==> src/rtl/core/ric_pkg.sv <==
// Shared constants for the Coleman-Liau readability index counter.
package ric_pkg;

    // ASCII codes of interest
    localparam logic [7:0] CHR_UPPER_A = 8'h41;
    localparam logic [7:0] CHR_UPPER_Z = 8'h5A;
    localparam logic [7:0] CHR_LOWER_A = 8'h61;
    localparam logic [7:0] CHR_LOWER_Z = 8'h7A;
    localparam logic [7:0] CHR_SPACE   = 8'h20;
    localparam logic [7:0] CHR_TAB     = 8'h09;
    localparam logic [7:0] CHR_CR      = 8'h0D;
    localparam logic [7:0] CHR_PERIOD  = 8'h2E;
    localparam logic [7:0] CHR_QUERY   = 8'h3F;
    localparam logic [7:0] CHR_BANG    = 8'h21;

    // Index scaled by 100*W: 588*L - 2960*S - 1580*W over 100*W
    localparam int LETTER_WEIGHT   = 588;
    localparam int SENTENCE_WEIGHT = 2960;
    localparam int WORD_WEIGHT     = 1580;
    localparam int WORD_STEP       = 100;

    // Grade class boundaries and codes
    localparam logic signed [15:0] GRADE_LOW_MAX  = 16'sd1;
    localparam logic signed [15:0] GRADE_HIGH_MIN = 16'sd16;

    typedef enum logic [1:0] {
        CLASS_LOW  = 2'd0,
        CLASS_MID  = 2'd1,
        CLASS_HIGH = 2'd2
    } grade_class_t;

endpackage

==> src/rtl/core/readability_index_counter.sv <==
// Top level: byte-stream letter/word/sentence counter with Coleman-Liau index output.
//
// Each non-final byte only updates the counts and two running sums (the scaled
// numerator and 100*W), so no multiplier is needed. The final byte starts the
// index calculation: S_PREP takes the magnitude, then a restoring divider
// produces one quotient bit per cycle, NW bits in all (NW =
// clog2(9180*MAX_COUNT+1), 30 for the default), then S_DONE saturates, classifies
// and loads the output register; in_stall is high after the final byte is taken
// until that load. The result waits in its output register; the next text may
// stream in while it does, and the block only holds at the end of that text if
// the previous result has still not been taken.
module readability_index_counter #(
    parameter int unsigned MAX_COUNT = 65536
) (
    input  logic                       clk,
    input  logic                       rst_n,

    input  logic                       in_valid,
    output logic                       in_stall,
    input  logic [7:0]                 text_byte,
    input  logic                       last_byte,

    output logic                       out_valid,
    input  logic                       out_stall,
    output logic signed [15:0]         grade_index,
    output ric_pkg::grade_class_t      grade_class,
    output logic [16:0]                letter_total,
    output logic [16:0]                word_total,
    output logic [16:0]                sentence_total
);

    import ric_pkg::*;

    localparam int CW    = $clog2(64'(MAX_COUNT) + 64'd1);
    localparam int NUMW  = $clog2(64'(MAX_COUNT) * 64'd4540 + 64'd1) + 1;
    localparam int DENW  = $clog2(64'(MAX_COUNT) * 64'd100 + 64'd1);
    localparam int NW    = $clog2(64'(MAX_COUNT) * 64'd9180 + 64'd1);
    localparam int DW    = DENW + 1;
    localparam int SW    = $clog2(NW);

    localparam logic [CW-1:0]          CNT_MAX  = CW'(MAX_COUNT);
    localparam logic signed [NUMW-1:0] NUM_INIT = -(NUMW'(WORD_WEIGHT));
    localparam logic [DENW-1:0]        DEN_INIT = DENW'(WORD_STEP);
    localparam logic [SW-1:0]          STEP_TOP = SW'(NW - 1);

    typedef enum logic [1:0] {
        S_IDLE,
        S_PREP,
        S_DIV,
        S_DONE
    } state_t;

    state_t                   state_reg, state_next;
    logic [CW-1:0]            letter_reg, letter_next;
    logic [CW-1:0]            word_reg, word_next;
    logic [CW-1:0]            sentence_reg, sentence_next;
    logic signed [NUMW-1:0]   num_reg, num_next;
    logic [DENW-1:0]          den_reg, den_next;
    logic                     neg_reg, neg_next;
    logic [NW-1:0]            quo_reg, quo_next;
    logic [DW-1:0]            rem_reg, rem_next;
    logic [DW-1:0]            div_reg, div_next;
    logic [SW-1:0]            step_reg, step_next;
    logic                     out_valid_reg, out_valid_next;
    logic signed [15:0]       index_reg, index_next;
    grade_class_t             class_reg, class_next;
    logic [16:0]              ltot_reg, ltot_next;
    logic [16:0]              wtot_reg, wtot_next;
    logic [16:0]              stot_reg, stot_next;

    logic                     accept;
    logic                     is_letter;
    logic                     is_space;
    logic                     is_stop;
    logic [NUMW-1:0]          mag;
    logic [DW:0]              trial;
    logic                     trial_ge;
    logic                     load_out;
    logic signed [15:0]       index_sat;

    assign in_stall       = (state_reg != S_IDLE);
    assign accept         = in_valid && !in_stall;
    assign out_valid      = out_valid_reg;
    assign grade_index    = index_reg;
    assign grade_class    = class_reg;
    assign letter_total   = ltot_reg;
    assign word_total     = wtot_reg;
    assign sentence_total = stot_reg;

    assign is_letter = (text_byte >= CHR_UPPER_A && text_byte <= CHR_UPPER_Z) ||
                       (text_byte >= CHR_LOWER_A && text_byte <= CHR_LOWER_Z);
    assign is_space  = (text_byte == CHR_SPACE) ||
                       (text_byte >= CHR_TAB && text_byte <= CHR_CR);
    assign is_stop   = (text_byte == CHR_PERIOD) || (text_byte == CHR_QUERY) ||
                       (text_byte == CHR_BANG);

    assign mag      = num_reg[NUMW-1] ? NUMW'(-num_reg) : NUMW'(num_reg);
    assign trial    = {rem_reg, quo_reg[NW-1]};
    assign trial_ge = (trial >= {1'b0, div_reg});
    assign load_out = (state_reg == S_DONE) && (!out_valid_reg || !out_stall);

    // round-half-away quotient is already in quo_reg; clamp to 16 bits
    always_comb
    begin
        if (neg_reg)
        begin
            if (quo_reg > NW'(32768))
                index_sat = 16'sh8000;
            else
                index_sat = 16'(-quo_reg);
        end
        else
        begin
            if (quo_reg > NW'(32767))
                index_sat = 16'sh7FFF;
            else
                index_sat = quo_reg[15:0];
        end
    end

    always_comb
    begin
        state_next     = state_reg;
        letter_next    = letter_reg;
        word_next      = word_reg;
        sentence_next  = sentence_reg;
        num_next       = num_reg;
        den_next       = den_reg;
        neg_next       = neg_reg;
        quo_next       = quo_reg;
        rem_next       = rem_reg;
        div_next       = div_reg;
        step_next      = step_reg;
        out_valid_next = out_valid_reg && out_stall;
        index_next     = index_reg;
        class_next     = class_reg;
        ltot_next      = ltot_reg;
        wtot_next      = wtot_reg;
        stot_next      = stot_reg;

        case (state_reg)
            S_IDLE:
            begin
                if (accept)
                begin
                    // sums move only when the matching count actually moves
                    if (is_letter && letter_reg < CNT_MAX)
                    begin
                        letter_next = letter_reg + 1'b1;
                        num_next    = num_reg + NUMW'(LETTER_WEIGHT);
                    end
                    else if (is_space && word_reg < CNT_MAX)
                    begin
                        word_next = word_reg + 1'b1;
                        num_next  = num_reg - NUMW'(WORD_WEIGHT);
                        den_next  = den_reg + DENW'(WORD_STEP);
                    end
                    else if (is_stop && sentence_reg < CNT_MAX)
                    begin
                        sentence_next = sentence_reg + 1'b1;
                        num_next      = num_reg - NUMW'(SENTENCE_WEIGHT);
                    end
                    if (last_byte)
                        state_next = S_PREP;
                end
            end
            S_PREP:
            begin
                // (2|num| + den) / (2 den) rounds half away from zero
                neg_next   = num_reg[NUMW-1];
                quo_next   = NW'({mag, 1'b0}) + NW'(den_reg);
                div_next   = {den_reg, 1'b0};
                rem_next   = '0;
                step_next  = STEP_TOP;
                state_next = S_DIV;
            end
            S_DIV:
            begin
                if (trial_ge)
                    rem_next = DW'(trial - {1'b0, div_reg});
                else
                    rem_next = DW'(trial);
                quo_next = {quo_reg[NW-2:0], trial_ge};
                step_next = step_reg - 1'b1;
                if (step_reg == '0)
                    state_next = S_DONE;
            end
            S_DONE:
            begin
                if (load_out)
                begin
                    out_valid_next = 1'b1;
                    index_next     = index_sat;
                    if (index_sat <= GRADE_LOW_MAX)
                        class_next = CLASS_LOW;
                    else if (index_sat >= GRADE_HIGH_MIN)
                        class_next = CLASS_HIGH;
                    else
                        class_next = CLASS_MID;
                    ltot_next     = 17'(letter_reg);
                    wtot_next     = 17'(word_reg);
                    stot_next     = 17'(sentence_reg);
                    letter_next   = '0;
                    word_next     = CW'(1);
                    sentence_next = '0;
                    num_next      = NUM_INIT;
                    den_next      = DEN_INIT;
                    state_next    = S_IDLE;
                end
            end
            default:
            begin
                state_next = S_IDLE;
            end
        endcase
    end

    always_ff @(posedge clk or negedge rst_n)
    begin
        if (!rst_n)
        begin
            state_reg     <= S_IDLE;
            letter_reg    <= '0;
            word_reg      <= CW'(1);
            sentence_reg  <= '0;
            num_reg       <= NUM_INIT;
            den_reg       <= DEN_INIT;
            step_reg      <= '0;
            out_valid_reg <= 1'b0;
            neg_reg       <= 1'b0;
            quo_reg       <= '0;
            rem_reg       <= '0;
            div_reg       <= '0;
            index_reg     <= '0;
            class_reg     <= CLASS_LOW;
            ltot_reg      <= '0;
            wtot_reg      <= '0;
            stot_reg      <= '0;
        end
        else
        begin
            state_reg     <= state_next;
            letter_reg    <= letter_next;
            word_reg      <= word_next;
            sentence_reg  <= sentence_next;
            num_reg       <= num_next;
            den_reg       <= den_next;
            step_reg      <= step_next;
            out_valid_reg <= out_valid_next;
            neg_reg       <= neg_next;
            quo_reg       <= quo_next;
            rem_reg       <= rem_next;
            div_reg       <= div_next;
            index_reg     <= index_next;
            class_reg     <= class_next;
            ltot_reg      <= ltot_next;
            wtot_reg      <= wtot_next;
            stot_reg      <= stot_next;
        end
    end

    // running denominator tracks the word count
    a_den_tracks_words: assert property (@(posedge clk) disable iff (!rst_n)
        den_reg == DENW'(WORD_STEP * word_reg))
        else $error("denominator sum out of step with word count");

    // restoring divider keeps its partial remainder below the divisor
    a_rem_below_div: assert property (@(posedge clk) disable iff (!rst_n)
        (state_reg == S_DIV) |-> (rem_reg < div_reg))
        else $error("divider remainder not below divisor");

    // a result is only raised by the final stage
    a_result_from_done: assert property (@(posedge clk) disable iff (!rst_n)
        $rose(out_valid_reg) |-> ($past(state_reg) == S_DONE))
        else $error("result raised outside the final stage");

    // counts are back at their start values once a result is loaded
    a_counts_cleared: assert property (@(posedge clk) disable iff (!rst_n)
        load_out |=> (letter_reg == '0 && word_reg == CW'(1) && sentence_reg == '0))
        else $error("counts not cleared after result");

    // no new byte is taken while the index is being worked out
    a_busy_blocks_input: assert property (@(posedge clk) disable iff (!rst_n)
        (state_reg == S_DIV) |-> in_stall)
        else $error("input open during division");

endmodule
==> config.mk <==
export PLATFORM = sky130hd
export DESIGN_NAME = readability_index_counter
export DESIGN_NICKNAME = d
export VERILOG_FILES = /design/src/rtl/core/ric_pkg.sv /design/src/rtl/core/readability_index_counter.sv
export SDC_FILE = /design/constraint.sdc
export NUM_CORES = 1
export LEC_CHECK = 0
export BUFFER_PORTS_ARGS = -buffer_cell sky130_fd_sc_hd__buf_2
export CAP_MARGIN = 25
export CORE_MARGIN = 2
export CORE_UTILIZATION = 50
export CTS_CLUSTER_SIZE = 10
export DETAILED_ROUTE_END_ITERATION = 10
export PLACE_DENSITY = 0.78
export RECOVER_POWER = 100
export SKIP_CTS_REPAIR_TIMING = 1
export SYNTH_ARGS = -nofsm -noshare
export SYNTH_HDL_FRONTEND = slang
export SYNTH_SLANG_ARGS = --single-unit
==> constraint.sdc <==
create_clock -name clk -period 7.45 [get_ports clk]
set_input_delay 0.745 -clock clk [delete_from_list [all_inputs] [get_ports clk]]
set_output_delay 0.745 -clock clk [all_outputs]
set_load 0.02 [all_outputs]
* Yosys cells after proc, flatten, opt, wreduce, memory -nomap -nowiden
Index checks and enable logic that the tools add are counted.
** Cells by class
- Reductions and logical operators :: 28
- Equal/unequal tests :: 17
- Magnitude comparators :: 14
- $add $sub $neg :: 12
- Muxes and demuxes :: 42
** Operators by type and width (count)
- two-way mux 17 bit :: 11
- two-way mux 30 bit :: 5
- one-hot mux 30 bit (2 select lines) :: 2
- one-hot mux 17 bit (2 select lines) :: 3
- two-way mux 23 bit :: 4
- adder 17 x 1 -> 17 bit (second input constant) :: 3
- less-than comparator 17 bit (second input constant) :: 3
- two-way mux 16 bit :: 3
- one-hot mux 24 bit (2 select lines) :: 1
- one-hot mux 23 bit (2 select lines) :: 1
- equality test 8 x 6 -> 1 bit (second input constant) :: 4
- adder 30 x 11 -> 30 bit (second input constant) :: 1
- adder 30 x 23 -> 30 bit :: 1
- greater-than comparator 30 x 15 -> 1 bit (second input constant) :: 1
- greater-than comparator 30 x 16 -> 1 bit (second input constant) :: 1
- subtractor 30 x 12 -> 30 bit (second input constant) :: 1
- subtractor 30 x 13 -> 30 bit (second input constant) :: 1
- two-way mux 29 bit :: 1
- negation 29 bit :: 1
- greater-or-equal comparator 25 x 24 -> 1 bit :: 1
- two-way mux 24 bit :: 1
- subtractor 24 bit :: 1
- adder 23 x 7 -> 23 bit (second input constant) :: 1
- inequality test 2 bit (second input constant) :: 9
- 25 further kinds :: 52
** Word-level totals
- Flip-flop bits (word level) :: 259
- Bits of input ports :: 13

* Logic depth before layout (Yosys ltp)
Gate-level depths: netlist of run 1.
- Depth after elaboration :: 9
- Mapped depth :: 16
- Depth with buffers taken out :: 15

* Worst setup path after synthesis of run 1
OpenSTA, ideal clock, no wires.
- Path kind :: reg2reg
- From :: register num_reg[2]
- To :: register quo_reg[29]
- Period minus slack after synthesis :: 3766 ps
- Setup slack :: 3684 ps
- Library setup time :: 95 ps
- Required time :: 7355 ps
- Path buffers :: 1
- Stages on the path, launching flop included :: 16
- Data arrival time :: 3670 ps
- Path through :: dfstp_2 > clkbuf_1 > inv_1 > ha_1 > nand3b_1 > or4_4 > o41ai_1 > xnor2_1 > ha_1 > and2_1 > nand4_1 > a2111oi_2 > o2111ai_2 > a211oi_4 > a31oi_1 > o31ai_1
** On the way
- Cells in the longest elaborated chain, start to end :: 4
** RTL lines
- start: declaration :: RTL line readability_index_counter.sv:57 : logic signed [NUMW-1:0] num_reg, num_next;
- start signal: assignment :: RTL line readability_index_counter.sv:246 : num_reg <= num_next;
- negation 29 bit :: RTL line readability_index_counter.sv:97 : assign mag = num_reg[NUMW-1] ? NUMW'(-num_reg) : NUMW'(num_reg);
- two-way mux 29 bit * :: RTL line readability_index_counter.sv:97
- adder 30 x 23 -> 30 bit * :: RTL line readability_index_counter.sv:171 : quo_next = NW'({mag, 1'b0}) + NW'(den_reg);
- one-hot mux 30 bit (2 select lines) * :: RTL line readability_index_counter.sv:141 : case (state_reg)
- end signal: assignment :: RTL line readability_index_counter.sv:251 : quo_reg <= quo_next;
- end: declaration :: RTL line readability_index_counter.sv:60 : logic [NW-1:0] quo_reg, quo_next;
Every way passes the cells marked *; elsewhere a longest branch is shown, timed or not.
A chain may end at the register's enable or synchronous reset.

* Worst setup path in the final report of run 1
- From :: register state_reg[0]
- To :: register den_reg[22]
** On the way
- Cells in the longest elaborated chain, start to end :: 5
** RTL lines
- start: declaration :: RTL line readability_index_counter.sv:53 : state_t state_reg, state_next;
- start signal: assignment :: RTL line readability_index_counter.sv:242 : state_reg <= state_next;
- nonzero test 2 bit :: RTL line readability_index_counter.sv:81 : assign in_stall = (state_reg != S_IDLE);
- zero test 1 bit :: RTL line readability_index_counter.sv:82 : assign accept = in_valid && !in_stall;
- logical AND 1 bit :: RTL line readability_index_counter.sv:82
- inequality test 2 bit (no line)
- AND reduction 5 bit (no line)
- end signal: assignment :: RTL line readability_index_counter.sv:247 : den_reg <= den_next;
- end: declaration :: RTL line readability_index_counter.sv:58 : logic [DENW-1:0] den_reg, den_next;
Parallel ways exist; a longest one is shown, timed or not.

==> results of run 1 <==
where the power goes:
group          total (mW)  switching [mW]  internal, mW
registers            2.39           0.556          1.84
clock network        1.29           0.561         0.729
logic                4.58            2.66          1.92
path summary, 6_finish.rpt:
kind / startpoint / end / depth (start not counted)
hold / removal: rst_n / rem_reg[8] / 1
setup reg to reg: state_reg[0] / den_reg[22] / 10
setup / recovery: state_reg[0] / den_reg[22] / 10
min in group clk: grade_index[9] / grade_index[9] / 2
max in group asynchronous: rst_n / quo_reg[21] / 3
hold reg to reg: grade_index[9] / grade_index[9] / 2
cell type report:
| class | instances | area, um^2 | area share |
|---|---|---|---|
| multi-input combinational | 1300 | 8540 | 0.507 |
| sequential | 253 | 6370 | 0.378 |
| clock buffer | 47 | 803 | 0.0476 |
| tap | 396 | 495 | 0.0294 |
| timing repair buffer | 98 | 425 | 0.0252 |
| inverter | 56 | 210 | 0.0125 |
| clock inverter | 1 | 20.0 | 0.00119 |
cell usage in the layout, fill, tap and decap left out, drive strengths merged, types with 18 or more instances in the layout:
master / count
inv: 56
nand4: 23
o31ai: 24
o2bb2ai: 19
a21o: 21
o21ai: 115
xnor2: 64
nor2: 137
a31oi: 18
and3: 45
dfstp: 28
mux2: 62
nor3: 49
mux2i: 37
a21oi: 112
dfrtp: 225
nand3: 66
xor2: 41
nand2: 175
clkbuf: 129
ha: 63
or3: 18
routing by layer:
metal / vias up / wire, um / global-route usage
li1: 6233 / - / -
met3: 61 / 1980 / 0.0293
met4: 0 / 978 / 0.0642
met2: 405 / 17600 / 0.376
met1: 6221 / 17100 / 0.320
met5: - / 0 / 0
worst reg2reg max path, delay by kind of cell (launching register included):
family	cells	cell delay [ns]
AO/OA/AOI/OAI	1	0.14
flip-flops	1	0.38
buffers and inverters	4	3.33
adder cells (fa/ha/maj)	1	0.18
AND/OR/NAND/NOR	4	1.22
synth_stat cells, types with 9 or more instances:
cell / instances / area [um^2]
or3_1: 18 / 113
xnor2_1: 64 / 561
inv_1: 54 / 203
nand2b_1: 11 / 68.8
nand4_1: 23 / 144
buf_2: 15 / 75.1
dfstp_2: 28 / 736
ha_1: 63 / 788
nand3_1: 66 / 330
o211ai_1: 9 / 67.6
o2bb2ai_1: 19 / 166
a21oi_1: 110 / 551
xor2_1: 41 / 359
nand2_1: 175 / 657
a31oi_1: 18 / 113
dfrtp_1: 225 / 5630
nor3_1: 46 / 230
nor2_1: 137 / 514
and3_1: 45 / 282
or2_2: 9 / 56.3
o31ai_1: 23 / 173
mux2_2: 62 / 698
nor4_1: 14 / 87.6
a211oi_1: 12 / 90.1
mux2i_1: 37 / 370
o21ai_0: 112 / 561
a21o_1: 21 / 158
nand3b_1: 9 / 67.6
clkbuf_1: 68 / 255
kinds of logic (layout without fill, tap and decap cells):
kind of cell	after synthesis	count (layout)
other	2	3
AO/OA/AOI/OAI	438	438
buffers and inverters	149	202
AND/OR/NAND/NOR	592	592
multiplexers	99	99
XOR/XNOR	105	105
flip-flops	253	253
adder cells (fa/ha/maj)	63	63
per-stage QoR:
step / setup WS [ns] / power [mW] / cells
6_report: 2.10 / 8.27 / 2151
2_1_floorplan: 3.68 / 5.96 / 1702
3_3_place_gp: 3.38 / 6.89 / 2100
3_5_place_dp: 3.27 / 7.06 / 2101
5_1_grt: 1.66 / 8.97 / 2151
4_1_cts: 3.25 / 8.36 / 2149
==> results_dict.tcl, run 1 <==
set metrics [dict create \
    cts_root_buf "clkbuf_16" \
    cpPeakStageDelay_ns 1.24 \
    initial_core_util 0.508 \
    viasPerCell 6.01 \
    synth_xor_area_frac 0.0592 \
    largest_register_ff_count 30 \
    drv_cap 5 \
    ant_nets 0 \
    synth_top_family_by_area "compound AO/OA/AOI/OAI gates" \
    die-area_um2 32500 \
    crit_chain "ha_1 > clkbuf_1 > inv_1 > nor2_1 > nor2_1 > o21ai_0 > clkbuf_1 > nor2_1 > clkbuf_1 > nor2_1" \
    ys_async_sr_fraction 1.00 \
    final-setup-viol-count 0 \
    cpMaxStageDelayCell "clkbuf_1" \
    fmax_mhz 187 \
    critical-path-top-delay-family "buffers and inverters" \
    synth-edff-count 0 \
    cts.sinks 253 \
    htree_levels 1 \
    rows 64 \
    holdWs_ns 0.234 \
    ys.flop_type "dfrtp_1" \
    n_fill_cell 2755 \
    cts_made_buffers 29 \
    antenna_found_initial 0 \
    synthSimpleGateAreaFrac 0.185 \
    ys_seq_elements 253 \
    p_leak_nw 7.22 \
    fin_worst_skew_ns 0.0293 \
    die_w_um 180 \
    finalHoldViolCount 0 \
    synthAdderAreaFrac 0.0507 \
    n_antenna_cell 0 \
    grt_util_all_layers 0.229 \
    power_density_nw_per_um2 490 \
    routedWlPerCell_um 17.5 \
    cp.arrival_ns 5.81 \
    coreArea_um2 30600 \
    rrSetupSlack_ns 2.10 \
    syn_to_final_growth_pct 8.46 \
    required_ns 7.91 \
    path_buf_inv 4 \
    critical_path.endpoint_type "flip-flop" \
    final_core_util 0.551 \
    min_period_ns 5.35 \
    rsz0062_at_grt "false" \
    hpwlAfterDp_um 26600 \
    path_clk_slew_ns 0.06 \
    io_pins 84 \
    worst-setup-path-type "flip-flop to flip-flop" \
    io_buffers 83 \
    post-route-drc-count 0 \
    drive_gt1_frac 0.0934 \
    grt_max_degree 108 \
    start_kind "flip-flop" \
    fin_crit_sh 0.718 \
    synth-compound-area-share 0.188 \
    cts_tree "built" \
    dr.pass1.iters 6 \
    relSlewSlack -1.55 \
    path_max_fanout 35 \
    first_iter_violations 1136 \
    netlist_area_um2 15500 \
    fin_setup_tns_ns 0 \
    gr-total-overflow 0 \
    grt_pass1_wl_um 63200 \
    fin_nets 1814 \
    vdd_drop_max_mv 0.263 \
    worstHoldPathType "input port to async pin" \
    failed_checks "max-capacitance violations, max-slew violations" \
    vias 12900 \
    gp_congestion 0.908 \
    wl_um 37600 \
    crit_top_cell "nor2_1" \
    yosysSeqAreaShare 0.409 \
    dpl_cell_area_um2 16200 \
    yosys_warnings 0 \
    outcome "finished with violations" \
    cts_buffer_depth 3 \
    synth_cell_types 86 \
    tightest_slew_ns 3.83 \
    synthCells 1701 \
    syn_avg_cell_area_um2 9.14 \
    synth_mux_area_frac 0.0687 \
    design_area_um2 16900 \
    grt_pass1_vias 12400 \
    worstSkewPairLatency_ns 0.57 \
    slew_viol_final 291 \
    fp.dieH_um 180 \
]
No activity file was read; power rests on OpenSTA's default activity.
==> run 2, diff against run 1 <==
- ABC_AREA: not set -> 1
- PLACE_DENSITY: 0.78 -> 0.81
- clock period: 7.45 -> 4.5 ns (I/O delays scaled with it)
==> run 2 against run 1 <==
The run still ends with max-capacitance violations, max-slew violations left. Synthesized area up 6.8%. Critical path depth increased by 3. Sequential power rose by 72%. First-iteration DRC count is 45% higher. Worst hold slack got worse by 0.12 ns. Count of clock-buffer cells in the layout grew 1. Largest power group unchanged. Highest routed layer unchanged.
==> results_dict.tcl, run 2 <==
set metrics [dict create \
    post-route-drc-count 0 \
    min_from "out_stall" \
    grt_pass1_vias 14800 \
    worstSkewPairLatency_ns 0.58 \
    syn_avg_cell_area_um2 7.28 \
    power_density_nw_per_um2 814 \
    syn_to_final_growth_pct 9.48 \
    synth_most_common_cell "nand2_1" \
    start_kind "flip-flop" \
    grt_pass1_wl_um 73400 \
    synthAdderAreaFrac 0.0475 \
    dr.pass1.iters 8 \
    cts_buffer_depth 3 \
    yosys-top-cells-area "dfrtp_1, nand2_1, o21ai_0, inv_1, nor2_1" \
    routedWlPerCell_um 16.1 \
    gr-total-overflow 0 \
    vias 15900 \
    fin_setup_tns_ns 0 \
    fp.dieH_um 186 \
    min_period_ns 3.74 \
    final_common_cell "nand2_1" \
    yosys.area.top_type_share 0.339 \
    io_pins 84 \
    ys_seq_elements 253 \
    rsz0062_at_grt "false" \
    synthSimpleGateAreaFrac 0.281 \
    rrSetupSlack_ns 0.76 \
    viasPerCell 5.66 \
    finalHoldViolCount 0 \
    worst_hold_path.endpoint "out_valid" \
    die-area_um2 34700 \
    relSlewSlack -0.819 \
    cts.sinks 253 \
    wl_um 45100 \
    fin_crit_sh 0.832 \
    yosysSeqAreaShare 0.384 \
    grt_util_all_layers 0.259 \
    critical_path.endpoint_type "flip-flop" \
    rows 66 \
    drive_gt1_frac 0.0575 \
    n_antenna_cell 0 \
    fmax_mhz 267 \
    synth_cell_types 58 \
    r2r_start "num_reg[29]" \
    reg2reg_depth 13 \
    synth-compound-area-share 0.160 \
    io_buffers 83 \
    coreArea_um2 32600 \
    synthCells 2281 \
    vdd_drop_max_mv 0.456 \
    final-instance-count-excl-fill 2807 \
    tightest_slew_ns 2.73 \
    place_ws_ns 1.19 \
    fin_worst_skew_ns 0.0253 \
    synth-edff-count 0 \
    required_ns 4.96 \
    path_clk_slew_ns 0.07 \
    htree_levels 1 \
    ant_nets 0 \
    outcome "finished with violations" \
    netlist_area_um2 16600 \
    cts_tree "built" \
    synth_mux_area_frac 0.000603 \
    fin_nets 2420 \
    yosysTopAreaCell "dfrtp_1" \
    p_leak_nw 8.43 \
    drv_cap 5 \
    first_iter_violations 1645 \
    initial_core_util 0.509 \
    worstHoldPathType "input port to flip-flop" \
    gp_congestion 0.925 \
    ys.flop_type "dfrtp_1" \
    netlist_top_cells_count "nand2_1, inv_1, dfrtp_1, nor2_1, o21ai_0" \
    timing.rr.end "quo_reg[19]" \
    synth_xor_area_frac 0.0458 \
    setup_ws_ns 0.757 \
    failed_checks "max-capacitance violations, max-slew violations" \
    place_inst 2752 \
    cts_made_buffers 31 \
    cts_root_buf "clkbuf_16" \
    path_max_fanout 23 \
    slew_viol_final 270 \
    ys_async_sr_fraction 1.00 \
    worst-setup-path-type "flip-flop to flip-flop" \
    die_w_um 186 \
    synth_top_family_by_area "simple AND/OR/NAND/NOR gates" \
    largest_register_ff_count 30 \
    min_path_cells 3 \
    yosys_warnings 0 \
    hpwlAfterDp_um 33200 \
    final-setup-viol-count 0 \
    antenna_found_initial 0 \
    final_cell_mix "nand2_1, inv_1, dfrtp_1, nor2_1, o21ai_0" \
    grt_max_degree 96 \
    cp.arrival_ns 4.21 \
]
## run 2: changes by cell type after synthesis, sizes merged, moves of 36 or more
cell	before	now
nor2	137	228
inv	55	265
nand3	66	131
and3	45	2
xnor2	64	15
mux2	62	0
o21ai	115	223
nand2	175	562
mux2i	37	1
## run 2: kinds of logic (layout without fill, tap and decap cells)
family          Yosys count  count (layout)
compound gates          466             466
xor+xnor                 85              85
fa+ha+maj                63              63
buf+inv                 338             421
flops                   253             253
mux                       1               1
other cells               2               3
simple gates           1073            1073
## run 2: worst max path at each step
| stage | startpoint | endpoint | slack, ns |
|---|---|---|---|
| global route | state_reg[0] | word_reg[8] | 0.49 |
| global placement | num_reg[29] | quo_reg[19] | 1.27 |
| finish | num_reg[29] | quo_reg[19] | 0.76 |
| detailed placement | num_reg[29] | quo_reg[19] | 1.19 |
| CTS | num_reg[29] | quo_reg[19] | 1.17 |
| floorplan | num_reg[29] | quo_reg[17] | 1.70 |
## run 2: layout make-up
class | count | area (um^2)
fill | 3087 | 14500
clock buffer | 48 | 870
sequential | 253 | 6370
tap | 442 | 553
timing repair buffer | 100 | 438
multi-input combinational | 1691 | 8840
inverter | 267 | 1000
clock inverter | 6 | 96.3
## run 2: critical path, stage by stage (launching register included)
cell and delay (ns):
dfstp_1 0.97, inv_1 0.36, a21oi_1 0.25, xor2_1 0.28
ha_1 0.35, a21o_1 0.23, a21oi_1 0.20, nand2_1 0.08
a31oi_1 0.24, o21ai_0 0.23, a21oi_1 0.23, nand2_1 0.07
nand3_1 0.08, nand2_1 0.05
## run 2: where the power goes
part,switching (mW),leakage [nW],internal [mW]
clock network,1.00,0.464,1.43
registers,0.872,3.23,3.23
logic,5.66,4.73,2.59
## run 2: routing by layer
metal  vias up  share of wire  global-route usage
li1       7703              -                   -
met1      7479           0.45               0.364
met2       598           0.46               0.421
met3        98          0.058              0.0251
met4         0          0.030              0.0907
met5         -              0                   0
## run 2: through the flow
step                area, um^2  power, mW  utilization  hold slack (ns)
floorplan                16600       10.2            -            0.154
global placement         17400       12.1        0.533            0.445
detailed placement       17400       12.3        0.533            0.449
CTS                      18300       14.8        0.562           -0.158
global route             18200       16.0        0.557            0.114
finish                   18200       14.8        0.557            0.110
==> run 3, diff against run 2 <==
- ABC_AREA: 1 -> 0
- PLACE_DENSITY: 0.81 -> 0.78
- clock period: 4.5 -> 3.54 ns (I/O delays scaled with it)
==> run 3 against run 2 <==
The run ends with max-capacitance violations, max-slew violations, negative setup slack left. First-iteration DRC count decreased by 35%. Flip-flop and latch count unchanged. Register-to-register slack got worse by 0.86 ns. Sequential power up 20%. Critical endpoint is now quo_reg[29].
==> results_dict.tcl, run 3 (same netlist as run 1, synthesis figures left out) <==
set metrics [dict create \
    start_kind "flip-flop" \
    min_period_ns 3.64 \
    setup_ws_ns -0.0989 \
    first_iter_violations 1073 \
    rsz0062_at_grt "true" \
    cts_root_buf "clkbuf_16" \
    rows 64 \
    relSlewSlack -0.398 \
    gp_congestion 0.922 \
    p_leak_nw 7.51 \
    drv_cap 2 \
    outcome "finished with violations" \
    initial_core_util 0.508 \
    io_pins 84 \
    wl_um 38200 \
    final_cell_mix "dfrtp_1, nand2_1, nor2_1, a21oi_1, o21ai_0" \
    seq_area_um2 6370 \
    io_buffers 83 \
    grt_util_all_layers 0.229 \
    fmax_mhz 275 \
    fin_crit_sh 1.03 \
    path_buf_inv 0 \
    slew_viol_final 128 \
    critical_path.endpoint_type "flip-flop" \
    cpPeakStageDelay_ns 0.51 \
    drive_gt1_frac 0.131 \
    cts_tree "built" \
    cpMaxStageDelayCell "or4_4" \
    path_max_fanout 7 \
    r2r_start "num_reg[8]" \
    worst_hold_path.endpoint "out_valid" \
    crit_chain "or3_4 > or4_4 > o41ai_4 > xnor2_1 > ha_1 > and2_4 > nand4_1 > a2111oi_4 > o2111ai_2 > a211oi_4 > a31oi_1 > o31ai_1" \
    dpl_cell_area_um2 16500 \
    grt_pass1_wl_um 63300 \
    post-route-drc-count 0 \
    die-area_um2 32500 \
    ant_nets 0 \
    final-setup-viol-count 4 \
    power_density_nw_per_um2 1040 \
    worstHoldPathType "input port to flip-flop" \
    grt_pass1_vias 12700 \
    tightest_slew_ns 2.10 \
    largest_register_ff_count 30 \
    hpwlAfterDp_um 27000 \
    final_common_cell "dfrtp_1" \
    final_core_util 0.569 \
    design_area_um2 17400 \
    vias 13300 \
    finalHoldViolCount 0 \
    fp.dieH_um 180 \
    n_antenna_cell 0 \
    fin_worst_skew_ns 0.0253 \
    cp.arrival_ns 4.10 \
    multi_input_area_um2 8680 \
    dr.pass1.iters 5 \
    path_clk_slew_ns 0.06 \
    coreArea_um2 30600 \
    cts_made_buffers 31 \
    rrSetupSlack_ns -0.1 \
    routedWlPerCell_um 17.4 \
    cts_buffer_depth 3 \
    min_path_cells 3 \
    vdd_drop_max_mv 0.631 \
    required_ns 4.00 \
    fin_nets 1855 \
    min_from "out_stall" \
    reg2reg_depth 12 \
    grt_max_degree 84 \
    syn_to_final_growth_pct 12.1 \
    htree_levels 1 \
    cts.sinks 253 \
    timing.rr.end "quo_reg[29]" \
    place_ws_ns -0.0550 \
    gr-total-overflow 0 \
    worst-setup-path-type "flip-flop to flip-flop" \
    worstSkewPairLatency_ns 0.58 \
    failed_checks "max-capacitance violations, max-slew violations, negative setup slack" \
    n_fill_cell 2662 \
    power_mw 18.2 \
    die_w_um 180 \
    antenna_found_initial 0 \
    critical-path-top-delay-family "compound AO/OA/AOI/OAI gates" \
    viasPerCell 6.04 \
]
## run 3: power by group
part / total (mW) / switching, mW / leakage, nW / internal, mW
Clock: 2.99 / 1.21 / 0.468 / 1.78
Combinational: 10.2 / 5.95 / 3.88 / 4.30
Sequential: 4.92 / 1.05 / 3.17 / 3.87
## run 3: how the worst max path moves through the flow
stage | end | cells after the start | from
2_1_floorplan | quo_reg[17] | 15 | num_reg[2]
3_3_place_gp | quo_reg[27] | 13 | num_reg[8]
3_5_place_dp | quo_reg[27] | 13 | num_reg[8]
4_1_cts | quo_reg[27] | 13 | num_reg[8]
5_1_grt | quo_reg[29] | 14 | num_reg[5]
6_report | quo_reg[29] | 12 | num_reg[8]
## run 3: final cells by class
| class | instances | area share |
|---|---|---|
| multi-input combinational | 1300 | 0.498 |
| clock inverter | 5 | 0.00373 |
| inverter | 56 | 0.0121 |
| sequential | 253 | 0.365 |
| tap | 396 | 0.0284 |
| timing repair buffer | 137 | 0.0412 |
| clock buffer | 48 | 0.0511 |
## run 3: tightest hold or removal path: stages
cell	delay (ns)
buf_2	0.08
nand2_1	0.11
nand2_1	0.10
## run 3: per-layer routing
metal,global-route usage,vias to the layer above,wire (um)
li1,-,6314,-
met1,0.312,6464,16900
met2,0.379,395,18100
met3,0.0315,80,2090
met4,0.0758,0,1090
met5,0,-,0
## run 3: through the flow
stage	cells	setup TNS [ns]	hold slack (ns)
after detailed placement	2132	-0.112	0.399
final	2195	-0.201	0.102
after CTS	2185	-0.284	-0.202
after global routing	2195	-1.49	0.125
after global placement	2132	0	0.393
after floorplan	1702	-0.0400	0.0584
